$ cat src/design/iabd_pkg.sv
// ----------------------------------------------------------------------------
// IMA ADPCM block decoder package
// Shared command format, op codes, register indexes and the IMA tables.
// ----------------------------------------------------------------------------
package iabd_pkg;

  localparam int CMDQ_DEPTH = 4;
  localparam int OUTQ_DEPTH = 4;

  // Configuration register indexes.
  localparam logic REG_BLOCK_ALIGN  = 1'b0;
  localparam logic REG_SAMPLE_COUNT = 1'b1;

  localparam logic [12:0] ALIGN_RESET = 13'd256;
  localparam logic [31:0] COUNT_RESET = 32'd4;
  localparam int          MIN_ALIGN   = 5;
  localparam logic [31:0] MIN_COUNT   = 32'd4;

  // Header byte positions within a block.
  localparam int HDR_PRED_LO = 0;
  localparam int HDR_PRED_HI = 1;
  localparam int HDR_INDEX   = 2;
  localparam int HDR_RSVD    = 3;
  localparam int HDR_LEN     = 4;

  localparam logic [6:0]         IDX_MAX  = 7'd88;
  localparam logic [3:0]         NIB_MASK = 4'hF;
  localparam logic signed [17:0] PCM_MIN  = -18'sd32768;
  localparam logic signed [17:0] PCM_MAX  = 18'sd32767;

  // Command op codes passed from the front end to the back end.
  localparam logic [2:0] OP_LOAD_PRED = 3'd0;
  localparam logic [2:0] OP_LOAD_IDX  = 3'd1;
  localparam logic [2:0] OP_EMIT      = 3'd2;
  localparam logic [2:0] OP_NIB       = 3'd3;
  localparam logic [2:0] OP_CLR       = 3'd4;

  typedef struct packed {
    logic [2:0]  op;
    logic [15:0] data;
    logic        run_end;
    logic        count_reached;
    logic        clr;
  } cmd_t;

  typedef struct packed {
    logic signed [15:0] sample;
    logic               run_end;
    logic               count_reached;
  } samp_t;

  function automatic logic signed [4:0] idx_adjust(input logic [2:0] code);
    logic signed [4:0] adj;
    case (code)
      3'd4:    adj = 5'sd2;
      3'd5:    adj = 5'sd4;
      3'd6:    adj = 5'sd6;
      3'd7:    adj = 5'sd8;
      default: adj = -5'sd1;
    endcase
    return adj;
  endfunction

  function automatic logic [14:0] step_size(input logic [6:0] ix);
    logic [14:0] s;
    case (ix)
      7'd0:  s = 15'd7;     7'd1:  s = 15'd8;     7'd2:  s = 15'd9;
      7'd3:  s = 15'd10;    7'd4:  s = 15'd11;    7'd5:  s = 15'd12;
      7'd6:  s = 15'd13;    7'd7:  s = 15'd14;    7'd8:  s = 15'd16;
      7'd9:  s = 15'd17;    7'd10: s = 15'd19;    7'd11: s = 15'd21;
      7'd12: s = 15'd23;    7'd13: s = 15'd25;    7'd14: s = 15'd28;
      7'd15: s = 15'd31;    7'd16: s = 15'd34;    7'd17: s = 15'd37;
      7'd18: s = 15'd41;    7'd19: s = 15'd45;    7'd20: s = 15'd50;
      7'd21: s = 15'd55;    7'd22: s = 15'd60;    7'd23: s = 15'd66;
      7'd24: s = 15'd73;    7'd25: s = 15'd80;    7'd26: s = 15'd88;
      7'd27: s = 15'd97;    7'd28: s = 15'd107;   7'd29: s = 15'd118;
      7'd30: s = 15'd130;   7'd31: s = 15'd143;   7'd32: s = 15'd157;
      7'd33: s = 15'd173;   7'd34: s = 15'd190;   7'd35: s = 15'd209;
      7'd36: s = 15'd230;   7'd37: s = 15'd253;   7'd38: s = 15'd279;
      7'd39: s = 15'd307;   7'd40: s = 15'd337;   7'd41: s = 15'd371;
      7'd42: s = 15'd408;   7'd43: s = 15'd449;   7'd44: s = 15'd494;
      7'd45: s = 15'd544;   7'd46: s = 15'd598;   7'd47: s = 15'd658;
      7'd48: s = 15'd724;   7'd49: s = 15'd796;   7'd50: s = 15'd876;
      7'd51: s = 15'd963;   7'd52: s = 15'd1060;  7'd53: s = 15'd1166;
      7'd54: s = 15'd1282;  7'd55: s = 15'd1411;  7'd56: s = 15'd1552;
      7'd57: s = 15'd1707;  7'd58: s = 15'd1878;  7'd59: s = 15'd2066;
      7'd60: s = 15'd2272;  7'd61: s = 15'd2499;  7'd62: s = 15'd2749;
      7'd63: s = 15'd3024;  7'd64: s = 15'd3327;  7'd65: s = 15'd3660;
      7'd66: s = 15'd4026;  7'd67: s = 15'd4428;  7'd68: s = 15'd4871;
      7'd69: s = 15'd5358;  7'd70: s = 15'd5894;  7'd71: s = 15'd6484;
      7'd72: s = 15'd7132;  7'd73: s = 15'd7845;  7'd74: s = 15'd8630;
      7'd75: s = 15'd9493;  7'd76: s = 15'd10442; 7'd77: s = 15'd11487;
      7'd78: s = 15'd12635; 7'd79: s = 15'd13899; 7'd80: s = 15'd15289;
      7'd81: s = 15'd16818; 7'd82: s = 15'd18500; 7'd83: s = 15'd20350;
      7'd84: s = 15'd22385; 7'd85: s = 15'd24623; 7'd86: s = 15'd27086;
      7'd87: s = 15'd29794;
      default: s = 15'd32767;
    endcase
    return s;
  endfunction

endpackage

$ cat src/design/iabd_fifo.sv
// ----------------------------------------------------------------------------
// IMA ADPCM decoder queue
// Small first-in first-out buffer with count-based full and empty flags.
// ----------------------------------------------------------------------------
module iabd_fifo #(
  parameter int WIDTH = 8,
  parameter int DEPTH = 4
) (
  input  logic             clk,
  input  logic             rst_n,
  input  logic             push,
  input  logic [WIDTH-1:0] wdata,
  input  logic             pop,
  output logic [WIDTH-1:0] rdata,
  output logic             full,
  output logic             empty
);

  localparam int AW = (DEPTH > 1) ? $clog2(DEPTH) : 1;
  localparam int CW = $clog2(DEPTH + 1);

  logic [WIDTH-1:0] mem [DEPTH];
  logic [AW-1:0]    wr_ptr_r, wr_ptr_nxt;
  logic [AW-1:0]    rd_ptr_r, rd_ptr_nxt;
  logic [CW-1:0]    count_r, count_nxt;
  logic             do_push, do_pop;

  assign full    = (count_r == CW'(DEPTH));
  assign empty   = (count_r == '0);
  assign do_push = push && !full;
  assign do_pop  = pop && !empty;
  assign rdata   = mem[rd_ptr_r];

  always_comb begin
    wr_ptr_nxt = wr_ptr_r;
    rd_ptr_nxt = rd_ptr_r;
    count_nxt  = count_r;
    if (do_push) begin
      wr_ptr_nxt = (wr_ptr_r == AW'(DEPTH - 1)) ? '0 : wr_ptr_r + 1'b1;
    end
    if (do_pop) begin
      rd_ptr_nxt = (rd_ptr_r == AW'(DEPTH - 1)) ? '0 : rd_ptr_r + 1'b1;
    end
    if (do_push && !do_pop) begin
      count_nxt = count_r + 1'b1;
    end else if (do_pop && !do_push) begin
      count_nxt = count_r - 1'b1;
    end
  end

  always_ff @(posedge clk) begin
    if (!rst_n) begin
      wr_ptr_r <= '0;
      rd_ptr_r <= '0;
      count_r  <= '0;
    end else begin
      wr_ptr_r <= wr_ptr_nxt;
      rd_ptr_r <= rd_ptr_nxt;
      count_r  <= count_nxt;
    end
  end

  always_ff @(posedge clk) begin
    if (do_push) begin
      mem[wr_ptr_r] <= wdata;
    end
  end

endmodule

$ cat src/design/iabd_front.sv
// ----------------------------------------------------------------------------
// IMA ADPCM decoder front end
// Tracks block position and sample count, and turns each byte into commands.
// ----------------------------------------------------------------------------
module iabd_front #(
  parameter int MAX_BLOCK_ALIGN = 4096
) (
  input  logic                 clk,
  input  logic                 rst_n,
  input  logic                 cfg_wr_en,
  input  logic                 cfg_index,
  input  logic [31:0]          cfg_data,
  input  logic                 in_push,
  input  logic [7:0]           in_data_byte,
  input  logic                 in_last_byte,
  output logic                 in_full,
  output logic                 cmd_push,
  output iabd_pkg::cmd_t       cmd_data,
  input  logic                 cmd_full
);

  localparam int BW = $clog2(MAX_BLOCK_ALIGN);
  localparam int AW = (BW + 1 > 13) ? BW + 1 : 13;

  logic [12:0]     align_r;
  logic [31:0]     count_r;
  logic [BW-1:0]   bib_r, bib_nxt;
  logic [7:0]      hdr_low_r, hdr_low_nxt;
  logic [31:0]     done_r, done_nxt;
  logic            pend_r, pend_nxt;
  iabd_pkg::cmd_t  pend_op_r, pend_op_nxt;

  logic            accept;
  logic [AW-1:0]   align;
  logic [AW-1:0]   bib_plus;
  logic            enabled;
  logic [32:0]     done_ext;
  logic [32:0]     count_ext;
  logic            e1, e2, cr1, cr2;
  logic            op_valid;
  iabd_pkg::cmd_t  op;

  assign accept  = in_push && !in_full;
  assign in_full = pend_r || cmd_full;

  always_comb begin
    align = (AW'(align_r) > AW'(MAX_BLOCK_ALIGN)) ? AW'(MAX_BLOCK_ALIGN) : AW'(align_r);
    enabled   = (align >= AW'(iabd_pkg::MIN_ALIGN)) && (count_r >= iabd_pkg::MIN_COUNT);
    bib_plus  = AW'(bib_r) + 1'b1;
    done_ext  = {1'b0, done_r};
    count_ext = {1'b0, count_r};
    e1  = done_r < count_r;
    e2  = e1 && ((done_ext + 33'd1) < count_ext);
    cr1 = (done_ext + 33'd1) == count_ext;
    cr2 = (done_ext + 33'd2) == count_ext;
  end

  always_comb begin
    bib_nxt     = bib_r;
    hdr_low_nxt = hdr_low_r;
    done_nxt    = done_r;
    pend_nxt    = pend_r;
    pend_op_nxt = pend_op_r;
    op_valid    = 1'b0;
    op          = '0;

    if (pend_r && !cmd_full) begin
      pend_nxt = 1'b0;
    end

    if (accept) begin
      if (enabled) begin
        unique case (bib_r)
          BW'(iabd_pkg::HDR_PRED_LO): begin
            hdr_low_nxt = in_data_byte;
            bib_nxt     = BW'(iabd_pkg::HDR_PRED_HI);
          end
          BW'(iabd_pkg::HDR_PRED_HI): begin
            op_valid = 1'b1;
            op.op    = iabd_pkg::OP_LOAD_PRED;
            op.data  = {in_data_byte, hdr_low_r};
            bib_nxt  = BW'(iabd_pkg::HDR_INDEX);
          end
          BW'(iabd_pkg::HDR_INDEX): begin
            op_valid = 1'b1;
            op.op    = iabd_pkg::OP_LOAD_IDX;
            op.data  = (in_data_byte > {1'b0, iabd_pkg::IDX_MAX}) ?
                       16'(iabd_pkg::IDX_MAX) : 16'(in_data_byte);
            bib_nxt  = BW'(iabd_pkg::HDR_RSVD);
          end
          BW'(iabd_pkg::HDR_RSVD): begin
            if (!in_last_byte && e1) begin
              op_valid         = 1'b1;
              op.op            = iabd_pkg::OP_EMIT;
              op.run_end       = 1'b1;
              op.count_reached = cr1;
              done_nxt         = done_r + 32'd1;
            end
            bib_nxt = BW'(iabd_pkg::HDR_LEN);
          end
          default: begin
            if (e1) begin
              op_valid         = 1'b1;
              op.op            = iabd_pkg::OP_NIB;
              op.data          = {12'd0, in_data_byte[3:0] & iabd_pkg::NIB_MASK};
              op.run_end       = !e2;
              op.count_reached = cr1;
              done_nxt         = done_r + 32'd1;
            end
            if (e2) begin
              pend_nxt                 = 1'b1;
              pend_op_nxt              = '0;
              pend_op_nxt.op           = iabd_pkg::OP_NIB;
              pend_op_nxt.data         = {12'd0, in_data_byte[7:4] & iabd_pkg::NIB_MASK};
              pend_op_nxt.run_end      = 1'b1;
              pend_op_nxt.count_reached = cr2;
              done_nxt                 = done_r + 32'd2;
            end
            bib_nxt = (bib_plus >= align) ? '0 : BW'(bib_plus);
          end
        endcase
      end

      // A last byte clears the whole stream state on both sides.
      if (in_last_byte) begin
        bib_nxt     = '0;
        hdr_low_nxt = '0;
        done_nxt    = '0;
        if (pend_nxt) begin
          pend_op_nxt.clr = 1'b1;
        end else if (op_valid &&
                     (op.op == iabd_pkg::OP_EMIT || op.op == iabd_pkg::OP_NIB)) begin
          op.clr = 1'b1;
        end else begin
          op_valid = 1'b1;
          op       = '0;
          op.op    = iabd_pkg::OP_CLR;
          op.clr   = 1'b1;
        end
      end
    end
  end

  assign cmd_push = pend_r ? !cmd_full : op_valid;
  assign cmd_data = pend_r ? pend_op_r : op;

  always_ff @(posedge clk) begin
    if (!rst_n) begin
      align_r   <= iabd_pkg::ALIGN_RESET;
      count_r   <= iabd_pkg::COUNT_RESET;
      bib_r     <= '0;
      hdr_low_r <= '0;
      done_r    <= '0;
      pend_r    <= 1'b0;
    end else begin
      if (cfg_wr_en) begin
        if (cfg_index == iabd_pkg::REG_BLOCK_ALIGN) begin
          align_r <= cfg_data[12:0];
        end else begin
          count_r <= cfg_data;
        end
      end
      bib_r     <= bib_nxt;
      hdr_low_r <= hdr_low_nxt;
      done_r    <= done_nxt;
      pend_r    <= pend_nxt;
    end
  end

  always_ff @(posedge clk) begin
    pend_op_r <= pend_op_nxt;
  end

  // A held second nibble must keep the input side closed.
  assert property (@(posedge clk) disable iff (!rst_n) pend_r |-> in_full)
    else $error("input open while a second nibble is pending");

  // A command is never offered to a full queue.
  assert property (@(posedge clk) disable iff (!rst_n) !(cmd_push && cmd_full))
    else $error("command pushed into a full queue");

  // A last byte leaves the stream position and sample count at zero.
  assert property (@(posedge clk) disable iff (!rst_n)
      (accept && in_last_byte) |=> (bib_r == '0 && done_r == '0))
    else $error("stream state not cleared after last byte");

endmodule

$ cat src/design/iabd_back.sv
// ----------------------------------------------------------------------------
// IMA ADPCM decoder back end
// Holds predictor and step index; runs one command per cycle unless out_full.
// ----------------------------------------------------------------------------
module iabd_back (
  input  logic            clk,
  input  logic            rst_n,
  input  iabd_pkg::cmd_t  cmd_data,
  input  logic            cmd_empty,
  output logic            cmd_pop,
  output logic            out_push,
  output iabd_pkg::samp_t out_data,
  input  logic            out_full
);

  logic signed [15:0] pred_r, pred_nxt;
  logic [6:0]         idx_r, idx_nxt;
  logic               fire;

  logic [3:0]         nib;
  logic [14:0]        step;
  logic [16:0]        diff;
  logic signed [17:0] psum;
  logic signed [15:0] dec_pred;
  logic signed [4:0]  adj;
  logic signed [7:0]  ni;
  logic [6:0]         dec_idx;

  assign fire    = !cmd_empty && !out_full;
  assign cmd_pop = fire;

  always_comb begin
    nib  = cmd_data.data[3:0];
    step = iabd_pkg::step_size(idx_r);
    diff = 17'(step >> 3);
    if (nib[0]) diff = diff + 17'(step >> 2);
    if (nib[1]) diff = diff + 17'(step >> 1);
    if (nib[2]) diff = diff + 17'(step);
    if (nib[3]) begin
      psum = 18'(pred_r) - $signed({1'b0, diff});
    end else begin
      psum = 18'(pred_r) + $signed({1'b0, diff});
    end
    if (psum < iabd_pkg::PCM_MIN) begin
      dec_pred = 16'(iabd_pkg::PCM_MIN);
    end else if (psum > iabd_pkg::PCM_MAX) begin
      dec_pred = 16'(iabd_pkg::PCM_MAX);
    end else begin
      dec_pred = psum[15:0];
    end
    adj = iabd_pkg::idx_adjust(nib[2:0]);
    ni  = $signed({1'b0, idx_r}) + $signed({{3{adj[4]}}, adj});
    if (ni[7]) begin
      dec_idx = '0;
    end else if (ni > $signed({1'b0, iabd_pkg::IDX_MAX})) begin
      dec_idx = iabd_pkg::IDX_MAX;
    end else begin
      dec_idx = ni[6:0];
    end
  end

  always_comb begin
    pred_nxt               = pred_r;
    idx_nxt                = idx_r;
    out_push               = 1'b0;
    out_data.sample        = pred_r;
    out_data.run_end       = cmd_data.run_end;
    out_data.count_reached = cmd_data.count_reached;
    if (fire) begin
      unique case (cmd_data.op)
        iabd_pkg::OP_LOAD_PRED: pred_nxt = $signed(cmd_data.data);
        iabd_pkg::OP_LOAD_IDX:  idx_nxt  = cmd_data.data[6:0];
        iabd_pkg::OP_EMIT:      out_push = 1'b1;
        iabd_pkg::OP_NIB: begin
          pred_nxt        = dec_pred;
          idx_nxt         = dec_idx;
          out_push        = 1'b1;
          out_data.sample = dec_pred;
        end
        default: ;
      endcase
      if (cmd_data.clr) begin
        pred_nxt = '0;
        idx_nxt  = '0;
      end
    end
  end

  always_ff @(posedge clk) begin
    if (!rst_n) begin
      pred_r <= '0;
      idx_r  <= '0;
    end else begin
      pred_r <= pred_nxt;
      idx_r  <= idx_nxt;
    end
  end

  // The step index stays within the table.
  assert property (@(posedge clk) disable iff (!rst_n) idx_r <= iabd_pkg::IDX_MAX)
    else $error("step index out of table range");

  // A result is produced only for a command that is taken from the queue.
  assert property (@(posedge clk) disable iff (!rst_n) out_push |-> cmd_pop)
    else $error("result pushed without a command transfer");

  // A clear command leaves predictor and index at zero.
  assert property (@(posedge clk) disable iff (!rst_n)
      (fire && cmd_data.clr) |=> (pred_r == '0 && idx_r == '0))
    else $error("decoder state not cleared");

endmodule

$ cat src/design/ima_adpcm_block_decoder_unit.sv
// ----------------------------------------------------------------------------
// IMA ADPCM block decoder
// Mono 4-bit IMA ADPCM to 16-bit PCM, one stream byte per input transfer.
// ----------------------------------------------------------------------------
// Input channel: drive in_data_byte/in_last_byte with push; a transfer
// happens when push is high and full is low. Result channel: while
// empty is low the oldest sample is on out_sample, out_run_end and
// out_count_reached; pop takes it. Configuration: cfg_wr_en writes
// cfg_data into register cfg_index (0 block_align, 1 sample_count); the
// user writes it only while the decoder is idle; the block does not enforce it.
// The front end classifies each byte (header or data) and queues up to two
// commands; the back end runs one command per cycle while the command queue
// is not empty and the result queue is not full, through the step table and
// predictor clamp. A data byte with two samples keeps full high until its
// second command is queued; a header byte does not. A sample's command is
// queued and its result is queued again before it reaches the result ports.
// Reset clears the stream state and sets block_align to 256 and
// sample_count to 4. When the receiver stops popping, the result queue and
// command queue fill and full rises; nothing is dropped.
// ----------------------------------------------------------------------------
module ima_adpcm_block_decoder_unit #(
  parameter int MAX_BLOCK_ALIGN = 4096
) (
  input  logic               clk,
  input  logic               rst_n,
  input  logic               cfg_wr_en,
  input  logic               cfg_index,
  input  logic [31:0]        cfg_data,
  input  logic               push,
  output logic               full,
  input  logic [7:0]         in_data_byte,
  input  logic               in_last_byte,
  output logic               empty,
  input  logic               pop,
  output logic signed [15:0] out_sample,
  output logic               out_run_end,
  output logic               out_count_reached
);

  localparam int CMD_W  = $bits(iabd_pkg::cmd_t);
  localparam int SAMP_W = $bits(iabd_pkg::samp_t);

  logic            cmd_push, cmd_full, cmd_empty, cmd_pop;
  iabd_pkg::cmd_t  cmd_wdata, cmd_rdata;
  logic            res_push, res_full;
  iabd_pkg::samp_t res_wdata, res_rdata;

  iabd_front #(
    .MAX_BLOCK_ALIGN(MAX_BLOCK_ALIGN)
  ) u_front (
    .clk          (clk),
    .rst_n        (rst_n),
    .cfg_wr_en    (cfg_wr_en),
    .cfg_index    (cfg_index),
    .cfg_data     (cfg_data),
    .in_push      (push),
    .in_data_byte (in_data_byte),
    .in_last_byte (in_last_byte),
    .in_full      (full),
    .cmd_push     (cmd_push),
    .cmd_data     (cmd_wdata),
    .cmd_full     (cmd_full)
  );

  iabd_fifo #(
    .WIDTH(CMD_W),
    .DEPTH(iabd_pkg::CMDQ_DEPTH)
  ) u_cmdq (
    .clk   (clk),
    .rst_n (rst_n),
    .push  (cmd_push),
    .wdata (cmd_wdata),
    .pop   (cmd_pop),
    .rdata (cmd_rdata),
    .full  (cmd_full),
    .empty (cmd_empty)
  );

  iabd_back u_back (
    .clk       (clk),
    .rst_n     (rst_n),
    .cmd_data  (cmd_rdata),
    .cmd_empty (cmd_empty),
    .cmd_pop   (cmd_pop),
    .out_push  (res_push),
    .out_data  (res_wdata),
    .out_full  (res_full)
  );

  iabd_fifo #(
    .WIDTH(SAMP_W),
    .DEPTH(iabd_pkg::OUTQ_DEPTH)
  ) u_outq (
    .clk   (clk),
    .rst_n (rst_n),
    .push  (res_push),
    .wdata (res_wdata),
    .pop   (pop),
    .rdata (res_rdata),
    .full  (res_full),
    .empty (empty)
  );

  assign out_sample        = res_rdata.sample;
  assign out_run_end       = res_rdata.run_end;
  assign out_count_reached = res_rdata.count_reached;

endmodule
$ cat config.mk
export PLATFORM = sky130hd
export DESIGN_NAME = ima_adpcm_block_decoder_unit
export DESIGN_NICKNAME = d
export VERILOG_FILES = /design/src/design/iabd_pkg.sv /design/src/design/iabd_fifo.sv /design/src/design/iabd_front.sv /design/src/design/iabd_back.sv /design/src/design/ima_adpcm_block_decoder_unit.sv
export SDC_FILE = /design/constraint.sdc
export NUM_CORES = 1
export LEC_CHECK = 0
export BUFFER_PORTS_ARGS = -buffer_cell sky130_fd_sc_hd__buf_4
export CELL_PAD_IN_SITES_DETAIL_PLACEMENT = 1
export CELL_PAD_IN_SITES_GLOBAL_PLACEMENT = 1
export CORE_UTILIZATION = 50
export CTS_BUF_LIST = sky130_fd_sc_hd__clkbuf_4 sky130_fd_sc_hd__clkbuf_8 sky130_fd_sc_hd__clkbuf_16
export CTS_CLUSTER_SIZE = 25
export DETAILED_ROUTE_END_ITERATION = 10
export PLACE_DENSITY = 0.85
export REMOVE_ABC_BUFFERS = 1
export SKIP_CTS_REPAIR_TIMING = 1
export SLEW_MARGIN = 20
export SYNTH_ARGS = -nofsm -noshare
export SYNTH_HDL_FRONTEND = slang
export SYNTH_SLANG_ARGS = --single-unit
$ cat constraint.sdc
create_clock -name clk -period 9.1 [get_ports clk]
set_input_delay 0.455 -clock clk [delete_from_list [all_inputs] [get_ports clk]]
set_output_delay 0.455 -clock clk [all_outputs]
set_load 0.02 [all_outputs]
==> run metrics <==
status complete, no violations; DR vias roughly 20,000; final count of hold timing violations 0; Final Net Count between 2,000 and 3,000; Synth area leader edfxtp_1; Cells after Synth 2,465; Slew @ Worst Pin roughly 1.1 ns; YS warnings 0; Critical Path RT between 9 and 10 ns; fmax 116.4 MHz; main area contributors after synthesis edfxtp_1 22%, dfxtp_1 14%, ha_1 9.8%; clock buffer depth 3; initial antenna violation count 0; DRC viols 0; row count between 70 and 80; slowest CP cell or4_1; WHS 0.1366 ns; fin cells roughly 3,100; Power Density about 320 nW/um2; worst-case hold path end point u_front.align_r[8]; Slowest Stage Delay on Critical Path 0.52 ns; die height 213.8 um; Power Total 0.008047 W; Vias/cell about 6.5; synthesized area ~22,000 um2; worst hold path class in2reg; Clock Pin Slew Worst Setup and Hold Paths ~0.060 ns; Final ANT Viol Nets 0; R2R Setup Slk a little over 0.5 ns; # IOs 67; Slew headroom 28.03%; startpoint types flip-flop; top-area cell type share of the netlist area between 20 and 25%; CTS sink cnt 320; DRT Wirelength roughly 75,000 um; Worst Clk Skew about 0.024 ns; final core occ a little under three fifths; CTS tree built; sequential area share after synthesis between 30 and 40%; # fillers around 5,000; Setup WS post-layout approximately 0.5 ns; Critical Path Most Common Cell ha_1; Synth Flop Type edfxtp_1; Initial DRC Count approximately 1,500; GR peak layer met2; Initial Utilization between 50% and 60%; area delta synth->final 10.63%; die area approximately 46,000 um2; area of the multi-input gates approximately 14,000 um2; Post-synth EDFFs around 170; H-tree depth 2; hold-critical path depth 3; RR Startpoint u_back.step[3]; grt met3 use approximately 3.5%; Place WS -0.2611 ns; core area roughly 44,000 um2; placed insts ~3,000; # Max-Cap Violations 0; Setup crit end kind flip-flop; Remaining Overflow, GRT 0; fin crit share 94.42%; reg2reg end u_outq.mem[1][14]; GP Congestion between 0.9 and 1; router iterations before antenna repair 7; insertion delay to the later sink of the worst-skew pair roughly 0.58 ns; global-route usage over all layers between 30% and 40%; M2 GR Usage just under 60%; first-pass GRT wire length about 120,000 um; share of cells above drive strength 1 11.24%; Num CTS Buffers 37; P_leak just under 10 nW; FF-to-FF path depth 36; dpl hpwl approximately 54,000 um; Yosys reg bits 320; FFs w/ async S/R, synth 0%; Avg Inst Size Synth 9.103 um2; HP Start cfg_data[8]; vias in the first global route roughly 21,000; pin count of the biggest net entering global routing 58; fin crit period roughly 8.6 ns; routed len/inst ~24 um; Setup violations, final 0; root buffer cell clkbuf_16; Reg area ~8100 um2; M1 GR Usage 38.86%; VDD IR-drop max between 150 and 200 uV; Max Slew Vio Count 0; crit path max fanout 9; critical path arrival 8.97 ns; Setup Crit Path Kind reg2reg; library cells used by synthesis about 90; Die W between 200 and 250 um; Buffers on Ports between 60 and 70; n_diodes 0
==> cell usage in the layout, fill, tap and decap left out, types with 38 or more instances in the layout <==
cell type and instances:
a21o_1 54, a21oi_1 178, buf_4 98, dfxtp_1 152, edfxtp_1 166, ha_1 176
inv_1 105, nand2_1 272, nand3_1 72, nand4_1 38, nor2_1 168, o21ai_0 117
xnor2_1 87, xor2_1 56
==> state kept, by name, summed over array words and instances, names as in the netlist, 3 cells and up, named ones only <==
| register | count |
|---|---|
| u_cmdq.mem | 88 |
| u_outq.mem | 72 |
| u_front.count_r | 32 |
| u_front.done_r | 32 |
| u_back.pred_r | 16 |
| u_back.step | 15 |
| u_front.align_r | 13 |
| u_front.bib_r | 12 |
| u_front.hdr_low_r | 8 |
| u_back.idx_r | 7 |
| u_front.pend_op_r | 6 |
| u_cmdq.count_r | 3 |
| u_outq.count_r | 3 |
==> synthesized netlist by cell type (all sizes together), types with 17 or more instances <==
| cell type | instances |
|---|---|
| nand2 | 273 |
| a21oi | 180 |
| ha | 176 |
| nor2 | 170 |
| edfxtp | 166 |
| dfxtp | 154 |
| o21ai | 139 |
| inv | 106 |
| clkbuf | 104 |
| xnor2 | 88 |
| nand3 | 74 |
| xor2 | 56 |
| a21o | 54 |
| and2 | 40 |
| nand4 | 39 |
| a31oi | 38 |
| nor3 | 38 |
| mux4 | 37 |
| o211ai | 36 |
| mux2i | 32 |
| and3 | 31 |
| a22oi | 27 |
| nand2b | 27 |
| nor2b | 24 |
| o31ai | 23 |
| a211oi | 22 |
| a22o | 19 |
| buf | 18 |
| nor4 | 18 |
| o21a | 17 |
| or3 | 17 |
==> where the power goes <==
group | switching [W] | total [W] | leakage (nW) | internal (W)
registers | 0.000148 | 0.00191 | 2.72 | 0.00176
clock network | 0.000639 | 0.00154 | 0.627 | 0.000903
logic | 0.00290 | 0.00459 | 6.39 | 0.00169
==> cell families (layout without fill, tap and decap cells) <==
group | Yosys count | in the layout | share of synthesized area (%)
XOR/XNOR | 144 | 144 | 5.621
buffers and inverters | 230 | 273 | 3.970
multiplexers | 80 | 80 | 5.855
flip-flops | 320 | 320 | 35.96
AO/OA/AOI/OAI | 697 | 697 | 20.51
adder cells (fa/ha/maj) | 183 | 183 | 10.44
AND/OR/NAND/NOR | 811 | 811 | 17.65
==> routing by layer <==
layer / up-vias / share of wire, %
li1: 9214 / -
met1: 10050 / 40
met2: 692 / 50
met3: 227 / 4.5
met4: 0 / 4.7
met5: - / 0
==> worst max-delay path by stage <==
stage | from | end | slack [ns] | depth (start not counted)
6_report | u_back.step[3] | u_outq.mem[1][14] | 0.51 | 36
5_1_grt | u_back.step[2] | u_outq.mem[0][10] | -0.009 | 34
4_1_cts | u_back.step[3] | u_outq.mem[1][14] | -0.28 | 34
3_5_place_dp | u_back.step[3] | u_outq.mem[3][14] | -0.26 | 34
3_3_place_gp | u_back.step[3] | u_outq.mem[0][6] | 0.10 | 34
2_1_floorplan | flip-flop | u_outq.mem[0][14] | 0.04 | 32
==> critical path: cells and delay by family (launching register included) <==
kind                       cells  cell delay (ns)
and+or+nand+nor               10             2.79
AOI/OAI and AO/OA             14             2.73
adders and majority gates      5             1.51
buffers and inverters          4             0.54
DFF                            1             0.40
xor gates and xnor gates       2             0.34
muxes                          1             0.10
==> per-stage QoR <==
stage	setup TNS [ns]	cell area [um2]
after floorplan	0	21950
after global placement	0	23450
after detailed placement	-12.38	23450
after CTS	-13.99	24710
after global routing	-0.09430	24820
final	0	24820
==> cell type report <==
cell class                 count  share of cell area [%]
timing repair buffer          98                   2.964
tap                          592                   2.984
clock buffer                  50                   4.199
multi-input combinational   1915                   54.83
clock inverter                17                  0.8821
sequential                   320                   32.51
inverter                     108                   1.633
Power figures use the tool's default switching activity.
